## config.mk

```make
export PLATFORM = sky130hd
export DESIGN_NAME = clock_refbit_pinned_cache_policy
export DESIGN_NICKNAME = d
export VERILOG_FILES = /design/src/rtl/core/crpc_pkg.sv /design/src/rtl/core/crpc_tag_cam.sv /design/src/rtl/core/clock_refbit_pinned_cache_policy.sv
export SDC_FILE = /design/constraint.sdc
export NUM_CORES = 2
export LEC_CHECK = 0
export BUFFER_PORTS_ARGS = -buffer_cell sky130_fd_sc_hd__clkbuf_2
export CORE_MARGIN = 10
export CORE_UTILIZATION = 55
export CTS_BUF_LIST = sky130_fd_sc_hd__clkbuf_16
export CTS_CLUSTER_DIAMETER = 40
export DETAILED_ROUTE_END_ITERATION = 16
export PLACE_DENSITY_LB_ADDON = 0.05
export SLEW_MARGIN = 0
export SYNTH_ARGS = -nofsm -noshare
export SYNTH_HDL_FRONTEND = slang
export SYNTH_SLANG_ARGS = --single-unit
```

## constraint.sdc

```tcl
create_clock -name i_clk -period 7.62 [get_ports i_clk]
set_clock_uncertainty 0.05 [all_clocks]
set_input_delay 1.524 -clock i_clk [delete_from_list [all_inputs] [get_ports i_clk]]
set_output_delay 1.524 -clock i_clk [all_outputs]
set_load 0.1 [all_outputs]
```

## src/rtl/core/crpc_pkg.sv

```systemverilog
`timescale 1ns / 1ps
// ----------------------------------------------------------------------------
// crpc_pkg
// Shared constants, codes and types of the clock second-chance line cache.
// ----------------------------------------------------------------------------
package crpc_pkg;

    localparam int LINES_DEF    = 16;
    localparam int KEY_BITS_DEF = 32;
    localparam int PIN_BITS_DEF = 8;
    localparam int GEN_BITS_DEF = 4;

    // lines_in_use register
    localparam int             CFG_W     = 5;
    localparam logic [CFG_W-1:0] CFG_RESET = 5'd16;

    localparam int STATUS_W = 2;

    localparam logic FUNC_ACCESS  = 1'b0;
    localparam logic FUNC_RELEASE = 1'b1;

    typedef enum logic [STATUS_W-1:0] {
        ST_DONE     = 2'd0,
        ST_RELEASED = 2'd1,
        ST_STALE    = 2'd2,
        ST_ZERO     = 2'd3
    } t_status;

endpackage

```

## src/rtl/core/crpc_tag_cam.sv

```systemverilog
`timescale 1ns / 1ps
// ----------------------------------------------------------------------------
// crpc_tag_cam
// Key store with valid bits and a fully associative compare over the active
// lines. Lowest matching line wins. One key write and one key read port.
// ----------------------------------------------------------------------------
module crpc_tag_cam #(
    parameter int LINES    = crpc_pkg::LINES_DEF,
    parameter int KEY_BITS = crpc_pkg::KEY_BITS_DEF,
    localparam int IDX_W   = $clog2(LINES),
    localparam int CNT_W   = $clog2(LINES + 1)
) (
    input  logic                i_clk,
    input  logic                i_rst_n,
    input  logic [CNT_W-1:0]    i_n_act,
    input  logic [KEY_BITS-1:0] i_key,
    output logic                o_hit,
    output logic [IDX_W-1:0]    o_hit_idx,
    output logic [LINES-1:0]    o_valid,
    input  logic [IDX_W-1:0]    i_rd_idx,
    output logic [KEY_BITS-1:0] o_rd_key,
    input  logic                i_wr_en,
    input  logic [IDX_W-1:0]    i_wr_idx,
    input  logic [KEY_BITS-1:0] i_wr_key
);

    logic [KEY_BITS-1:0] r_key [LINES];
    logic [LINES-1:0]    r_valid;

    always_ff @(posedge i_clk) begin
        if (i_wr_en) begin
            r_key[i_wr_idx] <= i_wr_key;
        end
    end

    always_ff @(posedge i_clk) begin
        if (!i_rst_n) begin
            r_valid <= '0;
        end else if (i_wr_en) begin
            r_valid[i_wr_idx] <= 1'b1;
        end
    end

    // scan from the top so the lowest matching line is left standing
    always_comb begin
        o_hit     = 1'b0;
        o_hit_idx = '0;
        for (int i = LINES - 1; i >= 0; i--) begin
            if (r_valid[i] && (r_key[i] == i_key) && (CNT_W'(i) < i_n_act)) begin
                o_hit     = 1'b1;
                o_hit_idx = IDX_W'(i);
            end
        end
    end

    assign o_valid  = r_valid;
    assign o_rd_key = r_key[i_rd_idx];

endmodule

```

## src/rtl/core/clock_refbit_pinned_cache_policy.sv

```systemverilog
`timescale 1ns / 1ps
// ----------------------------------------------------------------------------
// clock_refbit_pinned_cache_policy
// Fully associative line table with clock second-chance replacement and
// per-line pin counts.
// ----------------------------------------------------------------------------
// Usage:
//   Drive an item on i_func / i_lookup_key / i_handle_line /
//   i_handle_generation and raise start; the item is taken at an edge where
//   busy is low. busy stays high until the result is shown. The result sits
//   on the o_ ports for one cycle marked by o_done, and busy is low in that
//   same cycle, so a new item may be started right then.
//   Steps: S_LOOK, S_READ, S_WB; a miss adds S_SWEEP after S_LOOK, where the
//   clock hand visits one line per cycle, at most two rounds of active lines.
//   Pin counts and generations live in a single-port synchronous RAM
//   (registered read), read once and written back at most once per item.
//   i_cfg_we writes lines_in_use; the user must do so only while the block
//   is idle, as the block itself does not enforce it.
//   Synchronous reset clears the valid, reference and pinned bits, the hand
//   and the register (to 16); no clearing pass is run, invalid lines read as
//   zero. o_done has no back-pressure: the receiver must take each result.
// ----------------------------------------------------------------------------
module clock_refbit_pinned_cache_policy #(
    parameter int LINES    = crpc_pkg::LINES_DEF,
    parameter int KEY_BITS = crpc_pkg::KEY_BITS_DEF,
    parameter int PIN_BITS = crpc_pkg::PIN_BITS_DEF,
    parameter int GEN_BITS = crpc_pkg::GEN_BITS_DEF,
    localparam int IDX_W   = $clog2(LINES)
) (
    input  logic                       i_clk,
    input  logic                       i_rst_n,
    input  logic                       start,
    output logic                       busy,
    input  logic                       i_func,
    input  logic [KEY_BITS-1:0]        i_lookup_key,
    input  logic [IDX_W-1:0]           i_handle_line,
    input  logic [GEN_BITS-1:0]        i_handle_generation,
    input  logic                       i_cfg_we,
    input  logic [crpc_pkg::CFG_W-1:0] i_cfg_wdata,
    output logic                       o_done,
    output logic                       o_hit,
    output logic [IDX_W-1:0]           o_line_index,
    output logic [GEN_BITS-1:0]        o_line_generation,
    output logic                       o_evicted_valid,
    output logic [KEY_BITS-1:0]        o_evicted_key,
    output logic                       o_forced_eviction,
    output logic [PIN_BITS-1:0]        o_pin_count,
    output logic [crpc_pkg::STATUS_W-1:0] o_status
);

    localparam int CNT_W = $clog2(LINES + 1);
    localparam int CW    = (CNT_W > crpc_pkg::CFG_W) ? CNT_W : crpc_pkg::CFG_W;
    localparam int SW    = CNT_W + 1;
    localparam int MW    = GEN_BITS + PIN_BITS;

    typedef enum logic [2:0] {
        S_IDLE,
        S_LOOK,
        S_SWEEP,
        S_READ,
        S_WB
    } t_state;

    t_state                   r_state;
    logic [crpc_pkg::CFG_W-1:0] r_cfg;
    logic                     r_func;
    logic [KEY_BITS-1:0]      r_key;
    logic [IDX_W-1:0]         r_hline;
    logic [GEN_BITS-1:0]      r_hgen;
    logic                     r_is_hit;
    logic                     r_in_range;
    logic                     r_below_n;
    logic [IDX_W-1:0]         r_addr;
    logic [IDX_W-1:0]         r_hand;
    logic [IDX_W-1:0]         r_start;
    logic [SW-1:0]            r_cnt;
    logic [LINES-1:0]         r_ref;
    logic [LINES-1:0]         r_pinned;

    logic [MW-1:0]            r_mem [LINES];
    logic [MW-1:0]            r_rdata;

    logic                     r_done;
    logic                     r_hit;
    logic [IDX_W-1:0]         r_line_index;
    logic [GEN_BITS-1:0]      r_line_gen;
    logic                     r_ev_valid;
    logic [KEY_BITS-1:0]      r_ev_key;
    logic                     r_forced;
    logic [PIN_BITS-1:0]      r_pin_count;
    crpc_pkg::t_status        r_status;

    // active line count, clamped to 1..LINES
    logic [CW-1:0]    cfg_x;
    logic [CW-1:0]    n_full;
    logic [CNT_W-1:0] n_act;

    always_comb begin
        cfg_x = CW'(r_cfg);
        if (cfg_x == '0) begin
            n_full = CW'(1);
        end else if (cfg_x > CW'(LINES)) begin
            n_full = CW'(LINES);
        end else begin
            n_full = cfg_x;
        end
    end
    assign n_act = n_full[CNT_W-1:0];

    // tag store
    logic                cam_hit;
    logic [IDX_W-1:0]    cam_hit_idx;
    logic [LINES-1:0]    line_valid;
    logic [KEY_BITS-1:0] cam_rd_key;
    logic                cam_we;

    crpc_tag_cam #(
        .LINES    (LINES),
        .KEY_BITS (KEY_BITS)
    ) u_cam (
        .i_clk     (i_clk),
        .i_rst_n   (i_rst_n),
        .i_n_act   (n_act),
        .i_key     (r_key),
        .o_hit     (cam_hit),
        .o_hit_idx (cam_hit_idx),
        .o_valid   (line_valid),
        .i_rd_idx  (r_addr),
        .o_rd_key  (cam_rd_key),
        .i_wr_en   (cam_we),
        .i_wr_idx  (r_addr),
        .i_wr_key  (r_key)
    );

    // hand stepping
    logic [CNT_W-1:0] hand_p1;
    logic [IDX_W-1:0] n_hand;
    logic             hand_ok;
    logic [IDX_W-1:0] n_start;
    logic             sw_take;
    logic [SW-1:0]    last_cnt;

    assign hand_p1  = CNT_W'(r_hand) + CNT_W'(1);
    assign n_hand   = (hand_p1 == n_act) ? '0 : hand_p1[IDX_W-1:0];
    assign hand_ok  = CNT_W'(r_hand) < n_act;
    assign n_start  = hand_ok ? r_hand : '0;
    assign sw_take  = !line_valid[r_hand] || (!r_pinned[r_hand] && !r_ref[r_hand]);
    assign last_cnt = {n_act, 1'b0} - SW'(1);

    // release range checks at lookup time
    logic n_in_range;
    logic n_below_n;
    assign n_in_range = CNT_W'(r_hline) < CNT_W'(LINES);
    assign n_below_n  = CNT_W'(r_hline) < n_act;

    // write-back
    logic                rd_valid;
    logic [GEN_BITS-1:0] old_gen;
    logic [PIN_BITS-1:0] old_pins;
    logic                mem_we;
    logic [GEN_BITS-1:0] n_gen;
    logic [PIN_BITS-1:0] n_pins;
    crpc_pkg::t_status   n_status;
    logic                n_ev;
    logic                n_forced;
    logic [KEY_BITS-1:0] n_ev_key;

    assign rd_valid = r_in_range && line_valid[r_addr];
    assign old_gen  = rd_valid ? r_rdata[MW-1:PIN_BITS] : '0;
    assign old_pins = rd_valid ? r_rdata[PIN_BITS-1:0] : '0;

    always_comb begin
        mem_we   = 1'b0;
        n_gen    = old_gen;
        n_pins   = old_pins;
        n_status = crpc_pkg::ST_DONE;
        n_ev     = 1'b0;
        n_forced = 1'b0;
        n_ev_key = '0;
        if (r_func == crpc_pkg::FUNC_ACCESS) begin
            mem_we = 1'b1;
            if (r_is_hit) begin
                // saturate at all ones
                n_pins = (&old_pins) ? old_pins : old_pins + PIN_BITS'(1);
            end else begin
                n_pins = PIN_BITS'(1);
                if (rd_valid) begin
                    n_ev     = 1'b1;
                    n_ev_key = cam_rd_key;
                    n_forced = (old_pins != '0);
                    n_gen    = old_gen + GEN_BITS'(1);
                end
            end
        end else if (!r_below_n || !rd_valid || (old_gen != r_hgen)) begin
            n_status = crpc_pkg::ST_STALE;
        end else if (old_pins == '0) begin
            n_status = crpc_pkg::ST_ZERO;
        end else begin
            mem_we   = 1'b1;
            n_pins   = old_pins - PIN_BITS'(1);
            n_status = crpc_pkg::ST_RELEASED;
        end
    end

    assign cam_we = (r_state == S_WB) && (r_func == crpc_pkg::FUNC_ACCESS) && !r_is_hit;

    // pin/generation RAM, registered read
    always_ff @(posedge i_clk) begin
        if ((r_state == S_WB) && mem_we) begin
            r_mem[r_addr] <= {n_gen, n_pins};
        end
        r_rdata <= r_mem[r_addr];
    end

    always_ff @(posedge i_clk) begin
        if (!i_rst_n) begin
            r_cfg <= crpc_pkg::CFG_RESET;
        end else if (i_cfg_we) begin
            r_cfg <= i_cfg_wdata;
        end
    end

    // datapath registers without reset
    always_ff @(posedge i_clk) begin
        if ((r_state == S_IDLE) && start) begin
            r_func  <= i_func;
            r_key   <= i_lookup_key;
            r_hline <= i_handle_line;
            r_hgen  <= i_handle_generation;
        end
    end

    always_ff @(posedge i_clk) begin
        if (!i_rst_n) begin
            r_state      <= S_IDLE;
            r_hand       <= '0;
            r_start      <= '0;
            r_cnt        <= '0;
            r_ref        <= '0;
            r_pinned     <= '0;
            r_addr       <= '0;
            r_is_hit     <= 1'b0;
            r_in_range   <= 1'b0;
            r_below_n    <= 1'b0;
            r_done       <= 1'b0;
            r_hit        <= 1'b0;
            r_line_index <= '0;
            r_line_gen   <= '0;
            r_ev_valid   <= 1'b0;
            r_ev_key     <= '0;
            r_forced     <= 1'b0;
            r_pin_count  <= '0;
            r_status     <= crpc_pkg::ST_DONE;
        end else begin
            r_done <= 1'b0;
            case (r_state)
                S_IDLE: begin
                    if (start) begin
                        r_state <= S_LOOK;
                    end
                end
                S_LOOK: begin
                    if (r_func == crpc_pkg::FUNC_RELEASE) begin
                        r_is_hit   <= 1'b0;
                        r_in_range <= n_in_range;
                        r_below_n  <= n_below_n;
                        r_addr     <= r_hline;
                        r_state    <= S_READ;
                    end else if (cam_hit) begin
                        r_is_hit   <= 1'b1;
                        r_in_range <= 1'b1;
                        r_below_n  <= 1'b1;
                        r_addr     <= cam_hit_idx;
                        r_state    <= S_READ;
                    end else begin
                        r_is_hit   <= 1'b0;
                        r_in_range <= 1'b1;
                        r_below_n  <= 1'b1;
                        r_hand     <= n_start;
                        r_start    <= n_start;
                        r_cnt      <= '0;
                        r_state    <= S_SWEEP;
                    end
                end
                S_SWEEP: begin
                    if (sw_take) begin
                        r_addr  <= r_hand;
                        r_hand  <= n_hand;
                        r_state <= S_READ;
                    end else begin
                        // second chance: clear the bit and move on
                        r_ref[r_hand] <= 1'b0;
                        if (r_cnt == last_cnt) begin
                            // two rounds without a victim: take the start line
                            r_addr  <= r_start;
                            r_hand  <= r_start;
                            r_state <= S_READ;
                        end else begin
                            r_hand <= n_hand;
                            r_cnt  <= r_cnt + SW'(1);
                        end
                    end
                end
                S_READ: begin
                    r_state <= S_WB;
                end
                S_WB: begin
                    if (r_func == crpc_pkg::FUNC_ACCESS) begin
                        r_ref[r_addr]    <= 1'b1;
                        r_pinned[r_addr] <= 1'b1;
                    end else if (mem_we) begin
                        r_pinned[r_addr] <= (n_pins != '0);
                    end
                    r_done       <= 1'b1;
                    r_hit        <= r_is_hit;
                    r_line_index <= r_addr;
                    r_line_gen   <= n_gen;
                    r_ev_valid   <= n_ev;
                    r_ev_key     <= n_ev_key;
                    r_forced     <= n_forced;
                    r_pin_count  <= n_pins;
                    r_status     <= n_status;
                    r_state      <= S_IDLE;
                end
                default: begin
                    r_state <= S_IDLE;
                end
            endcase
        end
    end

    assign busy              = (r_state != S_IDLE);
    assign o_done            = r_done;
    assign o_hit             = r_hit;
    assign o_line_index      = r_line_index;
    assign o_line_generation = r_line_gen;
    assign o_evicted_valid   = r_ev_valid;
    assign o_evicted_key     = r_ev_key;
    assign o_forced_eviction = r_forced;
    assign o_pin_count       = r_pin_count;
    assign o_status          = r_status;

endmodule

```

=== After elaboration in Yosys (flattened, before gate mapping) ===
Memory sizes are Yosys's and may differ from the RTL's. A register that Yosys moved wholly into a read port is not among the register bits.
Index checks and enable logic that the tools add are counted.

* Mux-type cells: 110
* $add $sub $neg: 6
* Reductions and logical operators: 65
* Bitwise gates (word level): 7
* Order comparisons: 23
* Equality and inequality tests: 32
* Divide/modulo/power cells: 0
* Shift-type cells: 0
* Multipliers: 0

{| class="wikitable"
|+ Operators by type and width
! kind !! number
|-
| $eq A32 B32 Y1 || 16
|-
| $mux W4 || 32
|-
| $mux W32 || 3
|-
| $mux W16 || 4
|-
| $mux W8 || 6
|-
| $or A16 B16 Y16 || 3
|-
| $mux W1 || 41
|-
| $logic_and A1 B1 Y1 || 40
|-
| $lt A4 B5 Y1 const A || 8
|-
| $pmux W16 S2 || 1
|-
| $mux W6 || 4
|-
| $lt A3 B5 Y1 const A || 4
|-
| $and A16 B16 Y16 || 1
|-
| $bmux W1 S4 || 4
|-
| $bwmux W16 || 1
|-
| $not A16 Y16 || 1
|-
| $pmux W4 S2 || 2
|-
| $reduce_bool A8 Y1 || 2
|-
| $ne A2 B2 Y1 const B || 6
|-
| $pmux W3 S4 || 1
|-
| $pmux W6 S2 || 1
|-
| $reduce_and A3 Y1 || 4
|-
| $lt A1 B5 Y1 const A || 2
|-
| $lt A2 B5 Y1 const A || 2
|-
| other kinds (33) || 54
|}

* Memory bits (writable): 704
* Memories: 2
* Input port bits: 50
* Register bits after elaboration: 172
* Logic and storage cells: 270
* Memory bits (read-only): 0
* Output and inout bits: 55
* Latch bits: 0

{| class="wikitable"
|+ Memories
! memory !! words !! width !! read ports !! clocked after memory_dff !! write ports !! line !! source
|-
| u_cam.r_key || 16 || 32 || 17 || 1 || 1 || crpc_tag_cam.sv:27 || <nowiki>logic [KEY_BITS-1:0] r_key [LINES];</nowiki>
|-
| r_mem || 16 || 12 || 1 || 1 || 1 || clock_refbit_pinned_cache_policy.sv:80 || <nowiki>logic [MW-1:0] r_mem [LINES];</nowiki>
|}

=== Depth between registers and ports, before layout ===
* Depth after elaboration: 26
* Mapped depth: 18
* Mapped depth without buffers: 15

=== Modules after synthesis ===
From an unflattened synthesis, not the netlist that was laid out.

* Cell total of the unflattened synthesis: 2,668
* Area, all modules: 41,257.1 µm²

{| class="wikitable"
|+ By module, submodules not included
! module !! instances !! area an instance (µm²) !! seq. area each (µm²) !! cells an instance
|-
| crpc_tag_cam || 1 || 26,091.3 || 15,695.1 || 1,594
|-
| clock_refbit_pinned_cache_policy || 1 || 15,165.8 || 9,539.1 || 1,074
|}

=== Worst setup path before layout ===
No wires, ideal clock.

* Path kind: register to register
* Start: register r_addr[1]
* End: register r_pinned[10]
* Data required time: 7,451 ps
* Path buffers: 3
* Setup slack: 3,685 ps
* Data arrival time: 3,767 ps
* Setup time: 119 ps
* Clock period less this slack: 3,935 ps
* Stages on the path, launching flop included: 17
* Cells stage by stage: dfxtp_1 > buf_2 > mux4_2 > mux2_2 > o211a_1 > clkbuf_1 > nand2_1 > inv_1 > ha_1 > nand2_1 > a41oi_1 > nand2_1 > a21oi_1 > or3_1 > a2111o_1 > buf_6 > o221a_1

* Word-level cells in the longest chain between the ends: 12
* Elaborated cells on any way between the ends: 33
* Classes of those cells: add/sub (2); order compare (2); eq/ne (2); mux (17); bitwise (1); reduce/logical (9)

{| class="wikitable"
|+ RTL lines
! what !! line !! source
|-
| from (decl) || clock_refbit_pinned_cache_policy.sv:73 || <nowiki>logic [IDX_W-1:0] r_addr;</nowiki>
|-
| from (signal assigned) || clock_refbit_pinned_cache_policy.sv:267 || <nowiki>r_addr <= r_hline;</nowiki>
|-
| from (signal assigned) || clock_refbit_pinned_cache_policy.sv:273 || <nowiki>r_addr <= cam_hit_idx;</nowiki>
|-
| from (signal assigned) || clock_refbit_pinned_cache_policy.sv:287 || <nowiki>r_addr <= r_hand;</nowiki>
|-
| $bmux W1 S4 (*) || clock_refbit_pinned_cache_policy.sv:168 || <nowiki>assign rd_valid = r_in_range && line_valid[r_addr];</nowiki>
|-
| $mux W1 (implied by the code) (*) || clock_refbit_pinned_cache_policy.sv:168 ||
|-
| $logic_and A1 B1 Y1 (*) || clock_refbit_pinned_cache_policy.sv:168 ||
|-
| $mux W8 (tied with other cells) || clock_refbit_pinned_cache_policy.sv:170 || <nowiki>assign old_pins = rd_valid ? r_rdata[PIN_BITS-1:0] : '0;</nowiki>
|-
| $add A8 B1 Y8 (tied with other cells) || clock_refbit_pinned_cache_policy.sv:184 || <nowiki>n_pins = (&old_pins) ? old_pins : old_pins + PIN_BITS'(1);</nowiki>
|-
| $mux W8 (tied with other cells) || clock_refbit_pinned_cache_policy.sv:184 ||
|-
| $mux W8, on equally long branches || clock_refbit_pinned_cache_policy.sv:182, clock_refbit_pinned_cache_policy.sv:194 ||
|-
| $mux W8 (*) || clock_refbit_pinned_cache_policy.sv:180 || <nowiki>if (r_func == crpc_pkg::FUNC_ACCESS) begin</nowiki>
|-
| net n_pins[7] || clock_refbit_pinned_cache_policy.sv:162 || <nowiki>logic [PIN_BITS-1:0] n_pins;</nowiki>
|-
| $reduce_bool A8 Y1 (*) || clock_refbit_pinned_cache_policy.sv:312 || <nowiki>r_pinned[r_addr] <= (n_pins != '0);</nowiki>
|-
| $bwmux W16 (*) || clock_refbit_pinned_cache_policy.sv:312 ||
|-
| $mux W16 (*) || clock_refbit_pinned_cache_policy.sv:311 || <nowiki>end else if (mem_we) begin</nowiki>
|-
| $mux W16 (*) || clock_refbit_pinned_cache_policy.sv:308 || <nowiki>if (r_func == crpc_pkg::FUNC_ACCESS) begin</nowiki>
|-
| to (signal, indexed assignment) || clock_refbit_pinned_cache_policy.sv:312 ||
|-
| to (decl) || clock_refbit_pinned_cache_policy.sv:78 || <nowiki>logic [LINES-1:0] r_pinned;</nowiki>
|}

The timed path passes the listed nets; every way through them passes the cells marked *. The select of a mux whose other input is x is not followed.
A chain may end at the register's enable or synchronous reset.

=== Worst setup path in the final report ===
* Start: register r_addr[1]
* End: register r_pinned[4]

The elaborated chain is that of the path after synthesis.

==> results.md <==
* Via/cell ratio at ~6.8
* Setup repair after global routing missed its margin: no
* Post-synth top flop: edfxtp_1
* Endpoints failing hold at 0
* Die width at 298 um
* Largest net degree at the start of global routing at 71
* Setup repair bufs after CTS at 0
* Seq cells post-synth at 892
* Logic gate share of total power at 0.098
* Core Box Area at 76200 um^2
* Initial core utilization at 0.556
* Antenna violations before repair at 9
* Mapped Nets at 3012
* Die Ht at between 200 and 300 um
* Crit Path Class: reg -> reg
* Setup tns final at 0 ns
* Slew Viols, Final at 0
* # DRC at 0
* Switch Pwr at approximately 3.4 mW
* CTS tree: built
* MaxCap Viol Count at 0
* CTS Buffer Depth at 3
* Seq pwr share at 0.412
* Commonest non-fill, non-tap cells in the layout: 745 x edfxtp_1, 322 x xor2_1, 230 x mux4_2, 202 x xnor2_1, 157 x nor2_1
* Peak supply drop at approximately 240 uV
* Drt initial violations at 4133
* Dpl hpwl at 109 mm
* Die area at between 80000 and 90000 um^2
* Max FO, Critical Path at 22
* Area leader, netlist: edfxtp_1
* Cell internal pwr at 9.85 mW
* Seq/Total Area, Yosys at 0.597
* Vias in the first global route at 27600
* Post-CTS Resized at 0
* Final setup fails at 0
* Synth-to-layout area growth at 15.6%
* Leak at ~16 nW
* Switching share of power at 0.256
* Worst-Skew Late Latency at ~0.73 ns
* TritonCTS Buffers at 136
* Slew Limit Headroom at 0.147
* Commonest non-fill, non-tap cell in the layout: edfxtp_1
* Clock power frac at 0.490
* Hold Buf Count CTS at 0
* Cell Rows at roughly 100
* Share of the synthesized area in the top cell type at 0.528
* GRT Total Usage at 0.334
* Status: complete, no violations
* Worst Hold Margin at 0.403 ns
* Total Wirelength at 150 mm
* Netlist cell types at 76
* Clock Sinks at approximately 900
* Crit path capture type: flop
* First-pass GRT wire length at 212 mm
* Post-Syn Instances at 2946
* Post-route ant nets at 0
* Layout cells sized above 1 at 0.222
* DR pass1 iterations at 6
* H-tree Lvls at 4
* Hold Path Class: reg -> reg
* Total gr overflow at 0
* Avg Cell Area, Syn at 14.4 um^2
* Ys Warns at 0
* Minimum clock period at 5.27 ns
* DR vias at roughly 29000
* WL per Instance at 35.5 um
* Worst slew pin tran at 1.28 ns
* WP data required at 8.22 ns
* Boundary Pins at approximately 110
* Asr flop ratio synth at 0
* GPL Wtd Cong at 1.03
* Post-synth EDFFs at between 700 and 800
* Top cells by area, synth: edfxtp_1 53%, mux4_2 12%, dfxtp_1 6.9%, xor2_1 6.7%, xnor2_1 4.2%
* PwrDens at 270 nW/um^2
* Critical path arrival at 5.87 ns
* Startpoint types: flop
* Clock Pin Slew Worst Setup and Hold Paths at ~0.050 ns
* NumNets Final at 3156
* Fillers at 5597
* Port Buffers at between 100 and 150
* Fmax at 190 MHz
* Period utilization at 0.691
* Clk Tree Root Cell: clkbuf_16
* Post-Synthesis Cell Area at about 42000 um^2
## cell type report
cell class | instances | area (um^2) | share of cell area
flip-flops and latches | 892 | 25300 | 0.517
clock buffers | 142 | 3550 | 0.0726
repair buffers | 185 | 1130 | 0.0230
clock inverters | 109 | 1230 | 0.0251
inverters | 30 | 115 | 0.00235
well taps | 1030 | 1290 | 0.0263
diodes | 2 | 5.00 | 0.000102
multi-input cells | 1845 | 16300 | 0.333
## layer usage
layer | wire length [um] | GRT usage
met1 | 59600 | 0.461
met2 | 67000 | 0.495
met3 | 15400 | 0.0780
met4 | 8360 | 0.163
met5 | 84 | 0
## synth_stat cells, types with 16 or more instances
| cell | count |
|---|---|
| edfxtp_1 | 745 |
| xor2_1 | 322 |
| mux4_2 | 230 |
| xnor2_1 | 202 |
| nor2_1 | 175 |
| dfxtp_1 | 147 |
| nand2_1 | 144 |
| nor4_1 | 136 |
| nand4_1 | 104 |
| a21oi_1 | 79 |
| clkbuf_1 | 79 |
| buf_2 | 74 |
| nand3_1 | 55 |
| nor3_1 | 39 |
| a22oi_1 | 35 |
| o21ai_0 | 33 |
| or3_1 | 30 |
| inv_1 | 28 |
| nand2b_1 | 26 |
| buf_1 | 22 |
| nor2b_1 | 22 |
| ha_1 | 16 |
## critical path: stages (launching register included)
cell	delay (ns)
dfxtp_2	0.84
mux4_2	0.36
mux2i_1	0.08
nand2_1	0.14
o211a_1	0.42
nand2_1	0.17
inv_1	0.11
ha_1	0.24
nand2_1	0.14
or3b_2	0.48
xor2_1	0.15
nor2_1	0.10
a21oi_1	0.06
nor2_1	0.93
a2111o_1	0.60
o221a_2	0.31
## metrics by stage
step / power, mW / instance area [um^2] / worst slack (ns) / utilization / std cells
CTS: 13.2 / 49000 / 2.42 / 0.643 / 4233
finish: 13.2 / 49000 / 2.35 / 0.643 / 4235
global route: 13.5 / 49000 / 1.98 / 0.643 / 4233
detailed placement: 6.81 / 44200 / 2.41 / 0.580 / 3982
global placement: 6.81 / 44200 / 2.55 / 0.580 / 3982
floorplan: 6.29 / 42400 / 3.68 / - / 2946
## cell families after synthesis
family	count (synthesis)	synth area share
flops	892	0.597
compound gates	251	0.0410
simple gates	805	0.101
buf+inv	209	0.0211
fa+ha+maj	16	0.00472
xor+xnor	524	0.108
mux	249	0.127
## worst paths after layout
check | cells after the start | slack [ns] | from | to
hold / removal | 2 | 0.40 | o_line_index[1] | o_line_index[1]
hold reg to reg | 2 | 0.40 | o_line_index[1] | o_line_index[1]
setup reg to reg | 15 | 2.35 | r_addr[1] | r_pinned[4]
setup / recovery | 15 | 2.35 | r_addr[1] | r_pinned[4]
## state kept, by name, indices dropped and copies added, names as in the netlist, 8 cells and up, named ones only
| signal | count |
|---|---|
| o_pin_count | 8 |
| r_key | 32 |
| u_cam.r_key | 512 |
| u_cam.o_valid | 16 |
| r_mem | 192 |
| r_rdata | 12 |
| r_ref | 16 |
| r_pinned | 16 |
| o_evicted_key | 32 |
## power groups by stage
stage | clock network [mW] | logic [mW] | registers (mW)
finish | 6.49 | 1.30 | 5.45
global route | 6.76 | 1.33 | 5.45
CTS | 6.52 | 1.27 | 5.45
detailed placement | 0 | 1.26 | 5.55
global placement | 0 | 1.26 | 5.55
floorplan | 0 | 0.777 | 5.51
No activity file was read; power rests on OpenSTA's default activity.
